### config.mk
export PLATFORM = sky130hd
export DESIGN_NAME = uudecode_stream_decoder
export DESIGN_NICKNAME = d
export VERILOG_FILES = /design/src/rtl/uud_pkg.sv /design/src/rtl/uud_front.sv /design/src/rtl/uud_jobq.sv /design/src/rtl/uud_back.sv /design/src/rtl/uudecode_stream_decoder.sv
export SDC_FILE = /design/constraint.sdc
export NUM_CORES = 1
export LEC_CHECK = 0
export ABC_CLOCK_PERIOD_IN_PS = 2400
export BUFFER_PORTS_ARGS = -buffer_cell sky130_fd_sc_hd__buf_2
export CAP_MARGIN = 40
export CORE_MARGIN = 10
export CORE_UTILIZATION = 38
export DETAILED_ROUTE_END_ITERATION = 8
export PLACE_DENSITY = 0.55
export SLEW_MARGIN = 5
export SYNTH_ARGS = -nofsm -noshare
export SYNTH_HDL_FRONTEND = slang
export SYNTH_SLANG_ARGS = --single-unit
### constraint.sdc
create_clock -name clk -period 2.4 [get_ports clk]
set_input_delay 0 -clock clk [delete_from_list [all_inputs] [get_ports clk]]
set_output_delay 0 -clock clk [all_outputs]
set_load 0.05 [all_outputs]
### src/rtl/uud_pkg.sv
`default_nettype none
package uud_pkg;

  localparam int JQ_DEPTH = 4;
  localparam int JQ_AW = $clog2(JQ_DEPTH);

  localparam logic [7:0] CH_LF = 8'h0a;
  localparam logic [7:0] CH_CR = 8'h0d;

  // One decoded group waiting for the back end: the packed 24-bit word,
  // how many of its bytes are owed, and whether it is the end marker.
  typedef struct packed {
    logic [23:0] word;
    logic [1:0]  cnt;
    logic        endm;
  } job_t;

endpackage
`default_nettype wire

### src/rtl/uud_front.sv
`default_nettype none
module uud_front (
  input  wire logic        clk,
  input  wire logic        rst,
  input  wire logic        accept,
  input  wire logic [7:0]  in_char,
  output logic             job_push,
  output uud_pkg::job_t    job
);
  import uud_pkg::*;

  localparam logic [1:0] PH_COUNT = 2'd0;
  localparam logic [1:0] PH_DATA  = 2'd1;
  localparam logic [1:0] PH_SKIP  = 2'd2;
  localparam logic [1:0] PH_ENDED = 2'd3;

  logic [1:0]  phase, phase_next;
  logic [5:0]  owed, owed_next;
  logic [1:0]  gpos, gpos_next;
  logic [17:0] acc, acc_next;
  logic [5:0]  sextet;
  logic [1:0]  n;

  assign sextet = in_char[5:0] - 6'h20;
  assign n = (owed < 6'd3) ? owed[1:0] : 2'd3;

  always_comb begin
    phase_next = phase;
    owed_next  = owed;
    gpos_next  = gpos;
    acc_next   = acc;
    job_push   = 1'b0;
    job.word   = {acc, sextet};
    job.cnt    = n;
    job.endm   = 1'b0;
    if (accept && in_char != CH_CR) begin
      unique case (phase)
        PH_COUNT: begin
          if (in_char != CH_LF) begin
            gpos_next = 2'd0;
            acc_next  = 18'd0;
            if (sextet == 6'd0) begin
              phase_next = PH_ENDED;
              owed_next  = 6'd0;
              job_push   = 1'b1;
              job.word   = 24'd0;
              job.cnt    = 2'd1;
              job.endm   = 1'b1;
            end else begin
              phase_next = PH_DATA;
              owed_next  = sextet;
            end
          end
        end
        PH_DATA: begin
          if (in_char == CH_LF) begin
            phase_next = PH_COUNT;
            owed_next  = 6'd0;
            gpos_next  = 2'd0;
            acc_next   = 18'd0;
          end else if (gpos != 2'd3) begin
            acc_next  = {acc[11:0], sextet};
            gpos_next = gpos + 2'd1;
          end else begin
            job_push  = (n != 2'd0);
            owed_next = owed - {4'd0, n};
            gpos_next = 2'd0;
            acc_next  = 18'd0;
            if (owed_next == 6'd0) begin
              phase_next = PH_SKIP;
            end
          end
        end
        PH_SKIP: begin
          if (in_char == CH_LF) begin
            phase_next = PH_COUNT;
          end
        end
        PH_ENDED: begin
        end
        default: begin
        end
      endcase
    end
  end

  always_ff @(posedge clk) begin
    if (rst) begin
      phase <= PH_COUNT;
      owed  <= 6'd0;
      gpos  <= 2'd0;
      acc   <= 18'd0;
    end else begin
      phase <= phase_next;
      owed  <= owed_next;
      gpos  <= gpos_next;
      acc   <= acc_next;
    end
  end

endmodule
`default_nettype wire

### src/rtl/uud_jobq.sv
`default_nettype none
module uud_jobq (
  input  wire logic          clk,
  input  wire logic          rst,
  input  wire logic          wr,
  input  wire uud_pkg::job_t wdata,
  input  wire logic          rd,
  output uud_pkg::job_t      rdata,
  output logic               full,
  output logic               nonempty
);
  import uud_pkg::*;

  job_t              slots [JQ_DEPTH];
  logic [JQ_AW-1:0]  wptr;
  logic [JQ_AW-1:0]  rptr;
  logic [JQ_AW:0]    count;

  assign full     = (count == (JQ_AW+1)'(JQ_DEPTH));
  assign nonempty = (count != '0);
  assign rdata    = slots[rptr];

  always_ff @(posedge clk) begin
    if (wr) begin
      slots[wptr] <= wdata;
    end
  end

  always_ff @(posedge clk) begin
    if (rst) begin
      wptr  <= '0;
      rptr  <= '0;
      count <= '0;
    end else begin
      if (wr) begin
        wptr <= wptr + JQ_AW'(1);
      end
      if (rd) begin
        rptr <= rptr + JQ_AW'(1);
      end
      if (wr && !rd) begin
        count <= count + (JQ_AW+1)'(1);
      end else if (rd && !wr) begin
        count <= count - (JQ_AW+1)'(1);
      end
    end
  end

endmodule
`default_nettype wire

### src/rtl/uud_back.sv
`default_nettype none
module uud_back (
  input  wire logic          clk,
  input  wire logic          rst,
  input  wire logic          job_ready,
  input  wire uud_pkg::job_t job,
  output logic               job_pop,
  input  wire logic          pop,
  output logic               empty,
  output logic [7:0]         out_byte,
  output logic               last,
  output logic               end_mark
);
  import uud_pkg::*;

  logic       held;
  logic [1:0] idx;
  logic       load;
  logic       done;
  logic [7:0] sel_byte;

  assign empty = !held;
  assign load  = job_ready && (!held || pop);
  assign done  = (idx + 2'd1 == job.cnt);
  assign job_pop = load && done;

  always_comb begin
    case (idx)
      2'd0:    sel_byte = job.word[23:16];
      2'd1:    sel_byte = job.word[15:8];
      default: sel_byte = job.word[7:0];
    endcase
  end

  always_ff @(posedge clk) begin
    if (load) begin
      out_byte <= sel_byte;
      last     <= done;
      end_mark <= job.endm;
    end
  end

  always_ff @(posedge clk) begin
    if (rst) begin
      held <= 1'b0;
      idx  <= 2'd0;
    end else begin
      if (load) begin
        held <= 1'b1;
        idx  <= done ? 2'd0 : idx + 2'd1;
      end else if (pop) begin
        held <= 1'b0;
      end
    end
  end

endmodule
`default_nettype wire

### src/rtl/uudecode_stream_decoder.sv
`default_nettype none
// Decodes the body of a uuencoded text, one character per item, into bytes.
// One character is taken every cycle while full is low; the front end
// decodes it in that cycle, and each completed group of four characters
// (or a zero-count line's end marker) joins a four-entry group queue. The
// back end emits one byte per cycle from that queue into the result
// register while results are taken, so a group's up to three bytes keep
// pace with its four characters. A decoded byte is registered first in
// the group queue and then in the result register.
module uudecode_stream_decoder (
  input  wire logic       clk,
  input  wire logic       rst,
  input  wire logic       push,
  output logic            full,
  input  wire logic [7:0] in_char,
  output logic            empty,
  input  wire logic       pop,
  output logic [7:0]      out_byte,
  output logic            last,
  output logic            end_mark
);
  import uud_pkg::*;

  logic  accept;
  logic  job_push;
  job_t  job_in;
  job_t  job_out;
  logic  job_pop;
  logic  jq_nonempty;

  assign accept = push && !full;

  uud_front u_front (
    .clk      (clk),
    .rst      (rst),
    .accept   (accept),
    .in_char  (in_char),
    .job_push (job_push),
    .job      (job_in)
  );

  uud_jobq u_jobq (
    .clk      (clk),
    .rst      (rst),
    .wr       (job_push),
    .wdata    (job_in),
    .rd       (job_pop),
    .rdata    (job_out),
    .full     (full),
    .nonempty (jq_nonempty)
  );

  uud_back u_back (
    .clk       (clk),
    .rst       (rst),
    .job_ready (jq_nonempty),
    .job       (job_out),
    .job_pop   (job_pop),
    .pop       (pop),
    .empty     (empty),
    .out_byte  (out_byte),
    .last      (last),
    .end_mark  (end_mark)
  );

endmodule
`default_nettype wire

==> flow_summary.rst, run 1 <==
.. list-table::
   :header-rows: 1

   * - Metric
     - Value
   * - Post-route cell area
     - 0.00823 mm^2
   * - Net count of the mapped netlist
     - 464
   * - Number of top-level design ports
     - 24
   * - Final Routed Wirelength
     - 14000 um
   * - I/O Buffers
     - 23
   * - Number of clock sinks
     - 158
   * - Setup-violating endpoint count in the final report
     - 0
   * - Clock tree from TritonCTS
     - yes
   * - Wire length of the first global-routing pass
     - 22600 um
   * - Synthesized netlist cell count
     - 438
   * - Vias in the first global route
     - 4094
   * - Most frequent standard cell in the layout excluding fill and tap cells
     - sky130_fd_sc_hd__edfxtp_1
   * - End point of the critical path
     - u_jobq.count[1]$_SDFFE_PP0P_
   * - Relative area change from synthesis to final layout
     - 24.4%
   * - Measured slew at the worst slew-check pin
     - 0.533 ns
   * - Number of enable flip-flop cells after synthesis
     - 118
   * - Setup TNS
     - 0 ns
   * - FF+latch count, synth
     - 158
   * - Area leader, netlist
     - sky130_fd_sc_hd__edfxtp_1
   * - Core area
     - 0.0172 mm^2
   * - Die extent in x
     - 152 um
   * - Number of nets still failing antenna checks after routing
     - 0
   * - Time the worst path needs with I/O delays and setup
     - 2.36 ns
   * - Top post-synthesis cells by area
     - sky130_fd_sc_hd__edfxtp_1 54%, sky130_fd_sc_hd__dfxtp_1 12%, sky130_fd_sc_hd__mux4_2 8.5%, sky130_fd_sc_hd__nor2b_1 2.8%, sky130_fd_sc_hd__ha_1 2.5%
   * - Launching instance or port of the critical path
     - u_front.owed[5]$_SDFFE_PP0P_
   * - Slew HR
     - 64.0%
   * - Overall Global Routing Usage
     - 12.3%
   * - Post-route DRC violation count
     - 0
   * - Layout cell share with drive strength beyond 1
     - 34.1%
   * - Post-detail-place hpwl
     - 9270 um
   * - Final hold vios
     - 0
   * - Drt wl/cell
     - 18.5 um
   * - Number of maximum-capacitance violations
     - 0
   * - Proportion of synthesized chip area in sequential cells
     - 65.7%
   * - Number of antenna violations at the first check in global routing
     - 1
   * - Vias per cell
     - 5.12
   * - Crit Path Class
     - reg -> reg
   * - Max FO, Critical Path
     - 2
   * - Worst hold margin
     - 0.0109 ns
   * - Depth of the worst register-to-register path
     - 9
   * - Placed Instance Area
     - 0.00739 mm^2
   * - Status
     - complete, no violations
   * - Maximum clock path buffer count
     - 2
   * - Fill cell total of the finished layout
     - 1521
   * - First-pass detailed-route iteration total
     - 4
   * - Worst-skew pair later-pin latency
     - 0.42 ns
   * - Count of routing violations after the opening detailed-route iteration
     - 230
   * - Number of pins with negative max-slew slack in the final report
     - 0
   * - Number of diodes
     - 0
   * - Dominant register cell in the synthesized netlist
     - sky130_fd_sc_hd__edfxtp_1
   * - Final cycle utilization of the critical path
     - 98.1%
   * - Total number of vias
     - 3871
   * - Die footprint
     - 0.0231 mm^2
   * - Layout net count
     - 544
   * - Path class of the lowest-slack min-delay path
     - in -> reg
   * - Startpoint of the most critical register-to-register path
     - u_front.owed[5]$_SDFFE_PP0P_
   * - Data required time of the worst path
     - 2.70 ns
   * - Count of standard-cell rows
     - 48
   * - Clock Tree Root
     - sky130_fd_sc_hd__clkbuf_16
   * - Area fraction of the dominant cell type after synthesis
     - 53.6%
   * - Upper clock frequency limit
     - 425 MHz
   * - H-Tree Level Count
     - 4
   * - CTS Buf Count
     - 17
   * - Register area
     - 0.00436 mm^2
   * - GPL Wtd Cong
     - 0.839
   * - Worst voltage drop across the vdd grid
     - 482 uV
   * - Element type at the critical path start
     - flip-flop
   * - Unrepaired setup endpoints after global routing
     - true
   * - Warnings, synthesis
     - 0
   * - Signal arrival time at the worst endpoint
     - 2.65 ns
   * - Flop2flop setup slack
     - 0.04 ns
   * - Cell area after technology mapping
     - 0.00661 mm^2
   * - Clock slew seen by the registers of the worst setup and hold paths
     - 0.06 ns
   * - Leakage component of the power
     - 2.90 nW
   * - Clock tree skew after final layout
     - 0.00972 ns
   * - Die span in y
     - 152 um
   * - Area of the multi-input gates
     - 0.00226 mm^2
   * - Count of different cell masters after synthesis
     - 63
   * - Synthesized area per cell
     - 15.1 um^2
   * - Residual overflow from global routing
     - 0
   * - Commonest cells after routing, fill and taps aside
     - 118 x sky130_fd_sc_hd__edfxtp_1, 47 x sky130_fd_sc_hd__buf_4, 33 x sky130_fd_sc_hd__dfxtp_1
   * - Initial standard-cell utilization of the core
     - 38.5%
   * - Capture point of the worst reg-to-reg path
     - u_jobq.count[1]$_SDFFE_PP0P_
   * - Async S/R FF share, synth
     - 0%
   * - Maximum number of pins on one net before global-route repair
     - 25
   * - Crit end category
     - flip-flop
   * - Power per standard cell area
     - 880 mW/mm^2
==> power by group <==
part	switching [mW]	internal [mW]	total, mW
combinational	0.784	0.647	1.43
sequential	0.0616	3.06	3.13
clock	1.05	1.64	2.68
total	1.89	5.35	7.24
==> metal layers <==
metal	share of wire (%)	global-route usage, %
met1	44	15.2
met5	0	0
met4	0.96	5.04
met2	51	20.5
met3	3.8	2.68
==> registers in the layout, indices dropped and copies added, names as in the netlist, 2 cells and up, named ones only <==
register and count:
u_jobq.slots 108, u_front.acc 18, u_back.out_byte 8, u_front.owed 6
u_jobq.count 3, u_back.idx 2, u_front.gpos 2, u_front.phase 2
u_jobq.rptr 2, u_jobq.wptr 2
==> worst max-delay path: stages, from the launching register on <==
cell	delay (ns)
sky130_fd_sc_hd__dfxtp_2	0.32
sky130_fd_sc_hd__or4_4	0.56
sky130_fd_sc_hd__o31ai_4	0.21
sky130_fd_sc_hd__o21a_1	0.19
sky130_fd_sc_hd__nor2_2	0.05
sky130_fd_sc_hd__ha_2	0.20
sky130_fd_sc_hd__inv_2	0.06
sky130_fd_sc_hd__fa_2	0.43
sky130_fd_sc_hd__mux2i_1	0.16
sky130_fd_sc_hd__nor2_1	0.06
==> through the flow <==
| step | setup slack (ns) | instances | power (mW) | util (%) |
|---|---|---|---|---|
| floorplan | 0.00203 | 438 | 4.03 | - |
| global placement | -0.00261 | 711 | 4.45 | 43.1 |
| detailed placement | -0.0875 | 711 | 4.47 | 43.1 |
| CTS | -0.00560 | 753 | 7.18 | 47.2 |
| global route | -0.0541 | 756 | 7.58 | 47.9 |
| finish | 0.0444 | 756 | 7.24 | 47.9 |
==> Yosys cell counts (9+ instances only) <==
cell / instances
sky130_fd_sc_hd__mux2i_1: 9
sky130_fd_sc_hd__a22oi_1: 18
sky130_fd_sc_hd__a21oi_1: 12
sky130_fd_sc_hd__edfxtp_1: 118
sky130_fd_sc_hd__nor2_1: 33
sky130_fd_sc_hd__mux4_2: 25
sky130_fd_sc_hd__nand2_1: 10
sky130_fd_sc_hd__dfxtp_1: 40
sky130_fd_sc_hd__ha_1: 13
sky130_fd_sc_hd__inv_1: 16
sky130_fd_sc_hd__nor2b_1: 30
sky130_fd_sc_hd__clkbuf_1: 13
==> worst min path at each step <==
| stage | slack, ns | from | endpoint | depth (start not counted) |
|---|---|---|---|---|
| finish | 0.01 | in_char[4] | u_front.owed[4]$_SDFFE_PP0P_ | 4 |
| global route | 0.03 | in_char[4] | u_front.owed[4]$_SDFFE_PP0P_ | 4 |
| CTS | 0.006 | in_char[4] | u_front.owed[4]$_SDFFE_PP0P_ | 4 |
| floorplan | 0.16 | in_char[0] | u_front.acc[0]$_SDFFE_PP0P_ | 2 |
| detailed placement | 0.28 | pop | u_back.held$_SDFFE_PP0P_ | 4 |
| global placement | 0.27 | pop | u_back.held$_SDFFE_PP0P_ | 4 |
==> layout make-up <==
cell class,instances,share of cell area [%]
clock buffers,18,5.21
flip-flops and latches,158,52.9
multi-input cells,240,27.5
repair buffers,85,8.15
inverters,16,0.775
clock inverters,14,2.02
well taps,225,3.42
==> timing repair <==
item	4_1_cts	5_1_grt
resized for setup	8	22
setup buffers	2	3
setup endpoints to repair	2	28
endpoints found under the hold margin	32	0
pin swaps	6	18
cloned	0	0
hold buffers	8	0
==> logic make-up after synthesis <==
| family | after synthesis | synth area share [%] |
|---|---|---|
| xor gates and xnor gates | 8 | 1.06 |
| muxes | 37 | 10.4 |
| AOI/OAI and AO/OA | 69 | 8.31 |
| DFF | 158 | 65.7 |
| adders and majority gates | 14 | 2.76 |
| and+or+nand+nor | 112 | 9.31 |
| buffers and inverters | 40 | 2.50 |
(Power assumes the default switching activity.)
==> run 2: changes to the inputs <==
ABC_AREA = 1   (was unset)
==> run 2 against run 1 <==
  * Global-route usage rose by 0.84 points
  * Setup slack improved by 0.15 ns
  * Largest power group unchanged
  * Total power rose by 11%
  * Wire length rose by 10%
  * First-iteration DRC count rose by 45%
  * Fmax rose by 6.6%
  * Clock skew rose by 0.0049 ns
  * Critical endpoint unchanged
==> flow_summary.rst, run 2 <==
.. list-table::
   :header-rows: 1

   * - Metric
     - Value
   * - Max stage delay cell, worst path
     - sky130_fd_sc_hd__fa_2
   * - H-Tree Level Count
     - 4
   * - Final cycle utilization of the critical path
     - 92.0%
   * - Number of antenna violations at the first check in global routing
     - 0
   * - Maximum number of pins on one net before global-route repair
     - 39
   * - Leading cell types by count after synthesis
     - 132 x sky130_fd_sc_hd__nor2_1, 118 x sky130_fd_sc_hd__edfxtp_1, 89 x sky130_fd_sc_hd__nand2_1, 77 x sky130_fd_sc_hd__o21ai_0, 61 x sky130_fd_sc_hd__inv_1
   * - Post-detail-place hpwl
     - 9600 um
   * - Count of placed standard cells including taps
     - 915
   * - Busiest layer in global routing
     - met2
   * - Power per standard cell area
     - 1010 mW/mm^2
   * - Element type at the critical path start
     - flip-flop
   * - Sequential fraction of design power
     - 42.8%
   * - Die extent in x
     - 154 um
   * - Number of nets still failing antenna checks after routing
     - 0
   * - Synthesized area per cell
     - 10.0 um^2
   * - End point of the critical path
     - u_jobq.count[1]$_SDFFE_PP0P_
   * - Comb pwr share
     - 24.3%
   * - Number of pins with negative max-slew slack in the final report
     - 0
   * - I/O Buffers
     - 23
   * - Upper clock frequency limit
     - 453 MHz
   * - Clock Tree Root
     - sky130_fd_sc_hd__clkbuf_16
   * - GR Util met3
     - 3.54%
   * - Count of standard-cell rows
     - 48
   * - Die footprint
     - 0.0237 mm^2
   * - Die span in y
     - 154 um
   * - Number of diodes
     - 0
   * - Worst-skew pair later-pin latency
     - 0.43 ns
   * - Number of flip-flops under the largest register name
     - 108
   * - Core area
     - 0.0174 mm^2
   * - Area leader, netlist
     - sky130_fd_sc_hd__edfxtp_1
   * - First-pass detailed-route iteration total
     - 5
   * - Cell repeated most along the worst path
     - sky130_fd_sc_hd__nand3_1
   * - Number of enable flip-flop cells after synthesis
     - 118
   * - Number of clock sinks
     - 158
   * - Post-route cell area
     - 0.00801 mm^2
   * - Number of maximum-capacitance violations
     - 0
   * - Drt wl/cell
     - 16.1 um
   * - Measured slew at the worst slew-check pin
     - 0.704 ns
   * - CTS Buf Count
     - 17
   * - Depth of the worst register-to-register path
     - 10
   * - Count of different cell masters after synthesis
     - 28
   * - Relative area change from synthesis to final layout
     - 17.6%
   * - Final Routed Wirelength
     - 15400 um
   * - Maximum clock path buffer count
     - 2
   * - Overall Global Routing Usage
     - 13.2%
   * - Launching instance or port of the critical path
     - u_back.idx[0]$_SDFFE_PP0P_
   * - Proportion of synthesized chip area in sequential cells
     - 63.8%
   * - Vias per cell
     - 5.01
   * - Crit Path Class
     - reg -> reg
   * - Flop2flop setup slack
     - 0.19 ns
   * - Signal arrival time at the worst endpoint
     - 2.53 ns
   * - Met1 track utilization from global routing
     - 16.7%
   * - Top cell family by delay on the critical path
     - adder cells
   * - Switching part of the total
     - 31.6%
   * - Crit end category
     - flip-flop
   * - Initial standard-cell utilization of the core
     - 39.1%
   * - Setup-violating endpoint count in the final report
     - 0
   * - Combined buffer and inverter count along the critical path
     - 2
   * - Wire length of the first global-routing pass
     - 24700 um
   * - Warnings, synthesis
     - 0
   * - Clock power share
     - 32.9%
   * - Top post-synthesis cells by area
     - sky130_fd_sc_hd__edfxtp_1 52%, sky130_fd_sc_hd__dfxtp_1 12%, sky130_fd_sc_hd__nor2_1 7.3%, sky130_fd_sc_hd__o21ai_0 5.7%, sky130_fd_sc_hd__nand2_1 4.9%
   * - Cell area after technology mapping
     - 0.00681 mm^2
   * - Placed Instance Area
     - 0.00728 mm^2
   * - Capture point of the worst reg-to-reg path
     - u_jobq.count[1]$_SDFFE_PP0P_
   * - Register ranked first by flip-flop count
     - u_jobq.slots
   * - Net count of the mapped netlist
     - 707
   * - Area fraction of the dominant cell type after synthesis
     - 52.0%
   * - GR Util met2
     - 21.4%
   * - Total number of vias
     - 4798
   * - Clock slew seen by the registers of the worst setup and hold paths
     - 0.06 ns
   * - Status
     - complete, no violations
   * - Count of routing violations after the opening detailed-route iteration
     - 333
   * - Final hold vios
     - 0
   * - GPL Wtd Cong
     - 0.830
   * - Slew HR
     - 53.0%
   * - Data required time of the worst path
     - 2.72 ns
   * - Internal power contribution
     - 5.51 mW
   * - Time the worst path needs with I/O delays and setup
     - 2.21 ns
   * - Post-route DRC violation count
     - 0
   * - Cell-by-cell trace of the critical path
     - inv_1 -> ha_4 -> nand3_1 -> nand2_1 -> nand3_1 -> ha_1 -> inv_2 -> fa_2 -> o21ai_0 -> a21oi_1
   * - Most used standard cell by instance count after synthesis
     - sky130_fd_sc_hd__nor2_1
   * - Commonest cells after routing, fill and taps aside
     - 124 x sky130_fd_sc_hd__nor2_1, 118 x sky130_fd_sc_hd__edfxtp_1, 87 x sky130_fd_sc_hd__nand2_1
   * - Max FO, Critical Path
     - 4
   * - Total stage count of the critical path
     - 10
   * - Dominant register cell in the synthesized netlist
     - sky130_fd_sc_hd__edfxtp_1
   * - Vias in the first global route
     - 4693
   * - Worst voltage drop across the vdd grid
     - 614 uV
   * - FF+latch count, synth
     - 158
   * - Leakage component of the power
     - 3.02 nW
   * - Fill cell total of the finished layout
     - 1651
   * - Layout cell share with drive strength beyond 1
     - 16.1%
   * - Registers with the highest flip-flop counts
     - u_jobq.slots: 108 flops, u_front.acc: 18 flops, u_back.out_byte: 8 flops
   * - Synthesized netlist cell count
     - 681
   * - Register area
     - 0.00435 mm^2
   * - Area of the multi-input gates
     - 0.00211 mm^2
   * - Number of top-level design ports
     - 24
   * - Delay of the slowest cell on the worst path
     - 0.43 ns
   * - Non-filler cells in the finished layout
     - 957
   * - Path class of the lowest-slack min-delay path
     - in -> reg
   * - Async S/R FF share, synth
     - 0%
   * - Clock tree from TritonCTS
     - yes
   * - Switching Power
     - 2.54 mW
   * - Startpoint of the most critical register-to-register path
     - u_back.idx[0]$_SDFFE_PP0P_
   * - Most frequent standard cell in the layout excluding fill and tap cells
     - sky130_fd_sc_hd__nor2_1
   * - Residual overflow from global routing
     - 0
   * - Clock tree skew after final layout
     - 0.0146 ns
   * - Layout net count
     - 745
## run 2: cell types whose count changed after synthesis, moves of 10 or more
cell	delta
sky130_fd_sc_hd__nor2_1	+99
sky130_fd_sc_hd__nand2_1	+79
sky130_fd_sc_hd__o21ai_0	+71
sky130_fd_sc_hd__inv_1	+45
sky130_fd_sc_hd__nor2b_1	-30
sky130_fd_sc_hd__nand3_1	+27
sky130_fd_sc_hd__o22ai_1	+27
sky130_fd_sc_hd__mux4_2	-25
sky130_fd_sc_hd__a22oi_1	-18
sky130_fd_sc_hd__a21oi_1	+17
sky130_fd_sc_hd__clkbuf_1	+10
## run 2: worst register-to-register path, delay by kind of cell (launching register included)
family / cells / cell delay, ns
compound gates: 2 / 0.24
fa+ha+maj: 3 / 0.96
buf+inv: 2 / 0.20
flops: 1 / 0.35
simple gates: 3 / 0.35
## run 2: routing by layer
layer	up-vias	part of all wire, %
li1	2379	-
met1	2305	46
met2	99	49
met3	15	4.0
met4	0	1.3
met5	-	0
## run 2: layout make-up
| cell class | instances | area share, % |
|---|---|---|
| multi-input combinational | 421 | 26.3 |
| clock inverter | 14 | 1.95 |
| timing repair buffer | 55 | 5.47 |
| clock buffer | 18 | 5.36 |
| tap | 225 | 3.51 |
| inverter | 66 | 3.09 |
| sequential | 158 | 54.3 |
## run 2: cell families (layout without fill, tap and decap cells)
| family | after synthesis | after routing | synth area share (%) |
|---|---|---|---|
| AO/OA/AOI/OAI | 138 | 138 | 10.8 |
| buffers and inverters | 102 | 153 | 6.19 |
| AND/OR/NAND/NOR | 267 | 267 | 16.2 |
| flip-flops | 158 | 158 | 63.8 |
| adder cells (fa/ha/maj) | 14 | 14 | 2.68 |
| XOR/XNOR | 2 | 2 | 0.367 |
## run 2: how the worst min path moves through the flow
stage / cells after the start / from / endpoint
6_report: 5 / push / u_jobq.wptr[0]$_SDFFE_PP0P_
5_1_grt: 5 / push / u_jobq.wptr[1]$_SDFFE_PP0P_
4_1_cts: 5 / push / u_jobq.wptr[0]$_SDFFE_PP0P_
3_5_place_dp: 1 / in_char[0] / u_jobq.slots[1][3]$_DFFE_PP_
3_3_place_gp: 1 / in_char[0] / u_jobq.slots[3][3]$_DFFE_PP_
2_1_floorplan: 1 / rst / u_front.gpos[1]$_SDFFE_PP0P_
## run 2: what timing repair did
action	4_1_cts	5_1_grt
gates resized for setup	0	19
hold buffers	8	0
setup buffers	0	2
setup endpoints to repair	0	2
endpoints found under the hold margin	33	0
## run 2: power by group through the flow
stage	combinational (mW)	clock [mW]	sequential [mW]
2_1_floorplan	1.33	0	3.57
3_3_place_gp	1.88	0	3.48
3_5_place_dp	1.90	0	3.49
4_1_cts	1.92	2.70	3.43
5_1_grt	2.24	2.82	3.47
6_report	1.96	2.65	3.45
## run 2: stage by stage
stage / hold slack, ns / total power [mW] / setup TNS (ns) / setup slack (ns) / utilization, %
3_5_place_dp: 0.279 / 5.39 / 0 / 0.105 / 41.8
6_report: 0.195 / 8.05 / 0 / 0.191 / 46.0
5_1_grt: 0.224 / 8.53 / -0.0174 / -0.0174 / 46.0
2_1_floorplan: 0.0624 / 4.90 / -47.03 / -0.435 / -
3_3_place_gp: 0.265 / 5.35 / 0 / 0.158 / 41.8
4_1_cts: 0.174 / 8.06 / 0 / 0.0842 / 45.6
